==> config.mk <==
export PLATFORM = sky130hd
export DESIGN_NAME = fcst_ctrl
export DESIGN_NICKNAME = d
export VERILOG_FILES = /design/src/design/fcst_pkg.sv /design/src/design/fcst_ctrl.sv
export SDC_FILE = /design/constraint.sdc
export NUM_CORES = 1
export LEC_CHECK = 0
export BUFFER_PORTS_ARGS = -buffer_cell sky130_fd_sc_hd__buf_4
export CORE_AREA = 2 2 39 41
export CTS_BUF_LIST = sky130_fd_sc_hd__clkbuf_8 sky130_fd_sc_hd__clkbuf_16
export CTS_CLUSTER_SIZE = 30
export DETAILED_ROUTE_END_ITERATION = 16
export DIE_AREA = 0 0 41 43
export HOLD_SLACK_MARGIN = 0.06
export PLACE_DENSITY = 0.65
export SYNTH_ARGS = -nofsm -noshare
export SYNTH_HDL_FRONTEND = slang
export SYNTH_SLANG_ARGS = --single-unit
==> constraint.sdc <==
create_clock -name clock -period 1.7 [get_ports clock]
set_input_delay 0 -clock clock [delete_from_list [all_inputs] [get_ports clock]]
set_output_delay 0 -clock clock [all_outputs]
set_load 0.01 [all_outputs]
==> src/design/fcst_pkg.sv <==
// ---------------------------------------------------------------------------
// fcst_pkg
// Shared types and constants for the floor and ceiling span texturer.
// ---------------------------------------------------------------------------
package fcst_pkg;

   // texture geometry
   localparam int TEX_W     = 64;
   localparam int TEX_H     = 64;
   localparam int TEX_DEPTH = 4096;
   localparam int TEX_AW    = $clog2(TEX_DEPTH);
   localparam int TEX_XW    = $clog2(TEX_W);
   localparam int TEX_YW    = $clog2(TEX_H);
   localparam logic [23:0] HALF_MASK = 24'h7F7F7F;

   // divider geometry
   localparam int DIV_NW = 32;
   localparam int DIV_DW = 12;
   localparam int DIV_CW = $clog2(DIV_NW);

   // request actions
   typedef enum logic [1:0] {
      ACT_WRITE = 2'd0,
      ACT_ROW   = 2'd1,
      ACT_PIXEL = 2'd2,
      ACT_NONE  = 2'd3
   } action_type;

   // configuration register indexes
   typedef enum logic [2:0] {
      CSR_CAMERA_POSITION = 3'd0,
      CSR_DIR_X           = 3'd1,
      CSR_DIR_Y           = 3'd2,
      CSR_PLANE_X         = 3'd3,
      CSR_PLANE_Y         = 3'd4,
      CSR_SCREEN_WIDTH    = 3'd5,
      CSR_SCREEN_HEIGHT   = 3'd6,
      CSR_CEILING_COLOR   = 3'd7
   } csr_type;

   // row setup terms, in the order they are produced
   typedef enum logic [1:0] {
      TERM_STEP_X  = 2'd0,
      TERM_STEP_Y  = 2'd1,
      TERM_COORD_X = 2'd2,
      TERM_COORD_Y = 2'd3
   } term_type;

   // divider operand selection
   typedef enum logic {
      DIV_DST  = 1'b0,
      DIV_STEP = 1'b1
   } div_sel_type;

   // controller states
   typedef enum logic [2:0] {
      ST_IDLE,
      ST_CHECK,
      ST_DST_DIV,
      ST_MUL,
      ST_USE,
      ST_STEP_DIV
   } state_type;

   // controller to datapath commands
   typedef struct packed {
      logic        tex_write;
      logic        pix_issue;
      logic        row_load;
      logic        horizon_load;
      logic        div_start;
      div_sel_type div_sel;
      logic        dst_load;
      logic        mul_load;
      logic        step_load;
      logic        coord_load;
      term_type    term;
   } cmd_type;

   // datapath to controller status
   typedef struct packed {
      logic p_zero;
      logic div_done;
      logic pix_ok;
      logic pend_block;
   } status_type;

endpackage

==> src/design/fcst_ctrl.sv <==
// ---------------------------------------------------------------------------
// fcst_ctrl
// Sequencer for request decode and row setup.
// ---------------------------------------------------------------------------
module fcst_ctrl
   import fcst_pkg::*;
(
   input  logic       clock,
   input  logic       reset,
   input  logic       req_valid,
   input  logic [1:0] req_action,
   output logic       req_stall,
   input  status_type status,
   output cmd_type    cmd,
   output state_type  state
);

   state_type state_ff, state_in;
   term_type  term_ff, term_in;
   logic      accept;

   assign req_stall = (state_ff != ST_IDLE) || status.pend_block;
   assign accept    = req_valid && !req_stall;

   // state register
   always_ff @(posedge clock) begin
      if (reset) begin
         state_ff <= ST_IDLE;
         term_ff  <= TERM_STEP_X;
      end else begin
         state_ff <= state_in;
         term_ff  <= term_in;
      end
   end

   // next state and commands
   always_comb begin
      state_in    = state_ff;
      term_in     = term_ff;
      cmd         = '0;
      cmd.term    = term_ff;
      cmd.div_sel = DIV_STEP;
      unique case (state_ff)
         ST_IDLE: begin
            if (accept) begin
               unique case (action_type'(req_action))
                  ACT_WRITE: cmd.tex_write = 1'b1;
                  ACT_ROW: begin
                     cmd.row_load = 1'b1;
                     state_in     = ST_CHECK;
                  end
                  ACT_PIXEL: cmd.pix_issue = status.pix_ok;
                  default:   cmd.pix_issue = 1'b0;
               endcase
            end
         end
         ST_CHECK: begin
            if (status.p_zero) begin
               cmd.horizon_load = 1'b1;
               state_in         = ST_IDLE;
            end else begin
               cmd.div_start = 1'b1;
               cmd.div_sel   = DIV_DST;
               state_in      = ST_DST_DIV;
            end
         end
         ST_DST_DIV: begin
            if (status.div_done) begin
               cmd.dst_load = 1'b1;
               term_in      = TERM_STEP_X;
               state_in     = ST_MUL;
            end
         end
         ST_MUL: begin
            cmd.mul_load = 1'b1;
            state_in     = ST_USE;
         end
         ST_USE: begin
            if (term_ff == TERM_STEP_X || term_ff == TERM_STEP_Y) begin
               cmd.div_start = 1'b1;
               state_in      = ST_STEP_DIV;
            end else begin
               cmd.coord_load = 1'b1;
               term_in        = term_type'(term_ff + 2'd1);
               state_in       = (term_ff == TERM_COORD_Y) ? ST_IDLE : ST_MUL;
            end
         end
         ST_STEP_DIV: begin
            if (status.div_done) begin
               cmd.step_load = 1'b1;
               term_in       = term_type'(term_ff + 2'd1);
               state_in      = ST_MUL;
            end
         end
         default: state_in = ST_IDLE;
      endcase
   end

   assign state = state_ff;

endmodule
**Word level (Yosys, flattened, before mapping)**

Cells that the tools add are included.

- Input port bits: 9
- Output and inout port bits: 16
- Register bits after elaboration: 5
- Logic and storage cells: 58

- Reduce and logical (&&, ||, !) cells: 12
- Equal/unequal tests: 15
- Add/subtract/negate cells: 1
- Multiplexer cells: 28

Operator list:

| operator | number |
|---|---|
| two-way mux 3 bit | 6 |
| case mux 3 bit (5 select lines) | 1 |
| two-way mux 1 bit | 13 |
| two-way mux 2 bit | 6 |
| != test 2 bit (second input constant) | 4 |
| equality test 3 x 2 -> 1 bit (second input constant) | 2 |
| equality test 3 bit (second input constant) | 2 |
| case mux 2 bit (3 select lines) | 1 |
| nonzero test 3 bit | 2 |
| equality test 2 x 1 -> 1 bit (second input constant) | 2 |
| equality test 2 bit (second input constant) | 2 |
| logical NOT 2 bit | 2 |
| != test 2 x 1 -> 1 bit (second input constant) | 2 |
| AND reduction 4 bit | 1 |
| equality test 3 x 1 -> 1 bit (second input constant) | 1 |
| logical NOT 3 bit | 1 |
| AND reduction 3 bit | 1 |
| adder 2 x 1 -> 2 bit (second input constant) | 1 |
| logical OR 1 bit | 2 |
| case mux 1 bit (2 select lines) | 1 |
| OR reduction 2 bit | 1 |
| logical AND 1 bit | 1 |
| logical NOT 1 bit | 1 |

**Logic depth before layout (Yosys ltp)**

- Depth in word-level cells: 6
- Mapped depth: 6
- Gate-level depth less buffers: 6

**Least setup slack after synthesis**

No wires, ideal clock.

- Path kind: register to register
- Start point: register term_ff[0]
- End point: register term_ff[0]
- Buffers on the path: 0
- Data required time: 1,579 ps
- Clock period less this slack: 1,361 ps
- Arrival: 1,240 ps
- Library setup time: 121 ps
- Stages on the path, launching flop included: 7
- Path slack: 339 ps
- Path through: dfxtp_1 -> inv_1 -> ha_1 -> nor3_1 -> o21ai_0 -> nand4b_1 -> nand2_1

- Longest elaborated chain between the ends: 4
- Elaborated cells between the ends (all ways): 9
- Those cells by class: add/sub: 1; eq/ne: 2; mux: 3; reduce/logical: 3

Ends and longest elaborated chain:

| element | RTL line | source |
|---|---|---|
| from (decl) | fcst_ctrl.sv:19 | `term_type term_ff, term_in;` |
| from (signal assigned) | fcst_ctrl.sv:32 | `term_ff <= term_in;` |
| parallel branches: the longest is 4 deep, another holds adder 2 x 1 -> 2 bit | n/a |  |

Parallel ways; which one is timed is not known. The select of a mux whose other input is x is not followed.
A chain may end at the register's enable or synchronous reset.

==> impl_metrics.yaml <==
global_routing:
  globalRouteOverflowTotal: 0
  grt_pass1_vias: 468
  grt_max_degree: 14
  grtUsageMet3_pct: 1.571
  busiest_layer: "met2"
  antenna_found_initial: 0
  met1_usage_pct: 16.67
  grt_pass1_wl_um: 1863
  track_usage_pct: 15.85
  grt_use_met2_pct: 28.44
synthesis:
  synth_edf_count: 0
  syn_inst: 59
  synth_area_um2: 457.9
  ys_async_sr_fraction_pct: 0
  ys_seq_area_share_pct: 21.86
  yosys_register_bits: 5
  avgSynthCellArea_um2: 7.762
  ys.flop_type: "dfxtp_1"
  yosys_warnings: 0
  syn-num-nets: 72
  ys_types: 25
setup_path:
  cp_top_family: "flip-flops"
  arrival_ns: 1.57
  setup.worst_path.end_class: "primary output"
  max_stage_delay_ns: 0.55
  crit_chain: "nor2b_1, buf_4, nor4b_1, buf_4"
  critPathMaxFanout: 11
  critPathBufInv: 2
  worstSetupStartpointType: "flop"
  criticalPathCategory: "reg -> out"
  cp.required_ns: 1.70
  slowest_stage: "dfxtp_1"
  r2r_setup_slack_ns: 0.27
  crit_top_cell: "buf_4"
finish:
  ff_latch_area_um2: 100.1
  n_fill_cell: 151
  multiInputGateArea_um2: 317.8
  final_cell_area_um2: 699.4
  diodes: 0
  final_cells: 102
  final_util_pct: 50.54
  syn_to_final_growth_pct: 52.73
  drive_gt1_share_pct: 36.05
  final_nets: 100
clock_network:
  cts_tree: "built"
  cts-buffers-inserted: 3
  cts_resized: 0
  ctsLongestPathBuffers: 2
  clkLatencyLatePin_ns: 0.22
  htreeDepth: 1
  clockRootBuffer: "clkbuf_8"
  clock_sinks: 5
  clk_pin_slew_ns: 0.04
sta:
  setup_tns_ns: 0
  setup_viol: 0
  relSlewSlack_pct: 70.35
  finalCritPeriodShare_pct: 92.48
  period_needed_ns: 1.572
  slew_viol_final: 0
  hold_violations: 0
  fin_ws_ns: 0.1279
  fin_skew_ns: 0.003424
  fmax_ghz: 0.6361
  holdWs_ns: 0.2218
  tightest_slew_ns: 0.4442
  grt_setup_unrepaired: "false"
die:
  start_util_pct: 33.09
  io_pins: 25
  die_y_um: 43
  rows: 14
  core_mm2: 0.001384
  fp.dieW_um: 41
  die_area_mm2: 0.001763
detailed_routing:
  drc: 0
  wirelength_um: 1234
  post_drt_wl_per_cell_um: 12.10
  dr.pass1.iters: 2
  via_per_inst: 4.902
  final_antenna_net_count: 0
  vias: 500
  drt_first_iter_violations: 2
place:
  place_area_um2: 644.4
  dp_slack_ns: 0.2839
  dp_hpwl_um: 913.9
  place_inst: 97
  place_congestion: 0.7389
  place.port_buffers: 24
run:
  drv_cap: 0
pwr:
  p_leak_nw: 0.3348
  finalPower_uw: 389.8
  ir_drop_mv: 0.2837
  power_density_mw_per_mm2: 557.3
hold_path:
  hold_class: "in -> reg"
status:
  status: "complete, no violations"
worst paths after layout:
kind / from / endpoint / cells after the start
min reg2reg: term_ff[0] / term_ff[0] / 2
max: state[2] / cmd[2] / 4
min: status[2] / state[1] / 4
max reg2reg: term_ff[0] / term_ff[0] / 6
cells by family (layout without fill, tap and decap cells):
family	Yosys count	after routing	synth area share, %
DFF	5	5	21.86
AOI/OAI and AO/OA	12	12	16.67
adders and majority gates	4	4	10.93
buffers and inverters	8	35	8.744
and+or+nand+nor	30	30	41.80
synthesized netlist by cell type, types with 2 or more instances:
| cell | count | area, um2 |
|---|---|---|
| a21oi_1 | 5 | 25.02 |
| and2_1 | 2 | 12.51 |
| buf_2 | 2 | 10.01 |
| dfxtp_1 | 5 | 100.1 |
| ha_1 | 4 | 50.05 |
| inv_1 | 5 | 18.77 |
| nand2_1 | 4 | 15.01 |
| nand4b_1 | 2 | 17.52 |
| nor2_1 | 7 | 26.28 |
| nor2b_1 | 2 | 12.51 |
| nor3_1 | 5 | 25.02 |
| o2111ai_1 | 2 | 17.52 |
| o21ai_0 | 2 | 10.01 |
registers in the layout, indices dropped and copies added, names as in the netlist:
name and count:
term_ff 2, state 3
metal layers:
layer  vias up  wire length, um
li1        264                -
met1       219              512
met2        17              643
met3         0               78
met4         0                0
met5         -                0
timing repair:
item                      in CTS  in global routing
buffers inserted               0                  0
hold buffers                   1                  0
hold endpoints to repair       2                  0
cell usage in the layout, fill, tap and decap left out, drive strengths merged, types with 3 or more instances in the layout:
cell type | synthesis | routed
a21oi | 5 | 5
buf | 3 | 25
clkbuf | 0 | 3
dfxtp | 5 | 5
ha | 4 | 4
inv | 5 | 6
nand2 | 5 | 5
nor2 | 7 | 7
nor3 | 5 | 5
where the power goes:
| group | switching [mW] | leakage (nW) | internal, mW |
|---|---|---|---|
| Combinational | 0.0207 | 0.268 | 0.0278 |
| Clock | 0.0640 | 0.0269 | 0.155 |
| Sequential | 0.00314 | 0.0403 | 0.119 |
| Total | 0.0878 | 0.335 | 0.302 |
worst min-delay path, delay by kind of cell:
kind,cells,cell delay (ns)
AO/OA/AOI/OAI,2,0.24
AND/OR/NAND/NOR,1,0.04
buffers and inverters,1,0.12
cell type report:
type,count,share of cell area (%)
Clock buffer,3,5.903
Clock inverter,1,0.5367
Inverter,5,2.683
Multi-Input combinational cell,46,45.44
Sequential cell,5,14.31
Tap cell,16,2.862
Timing Repair Buffer,26,28.26
(Power assumes the default switching activity.)
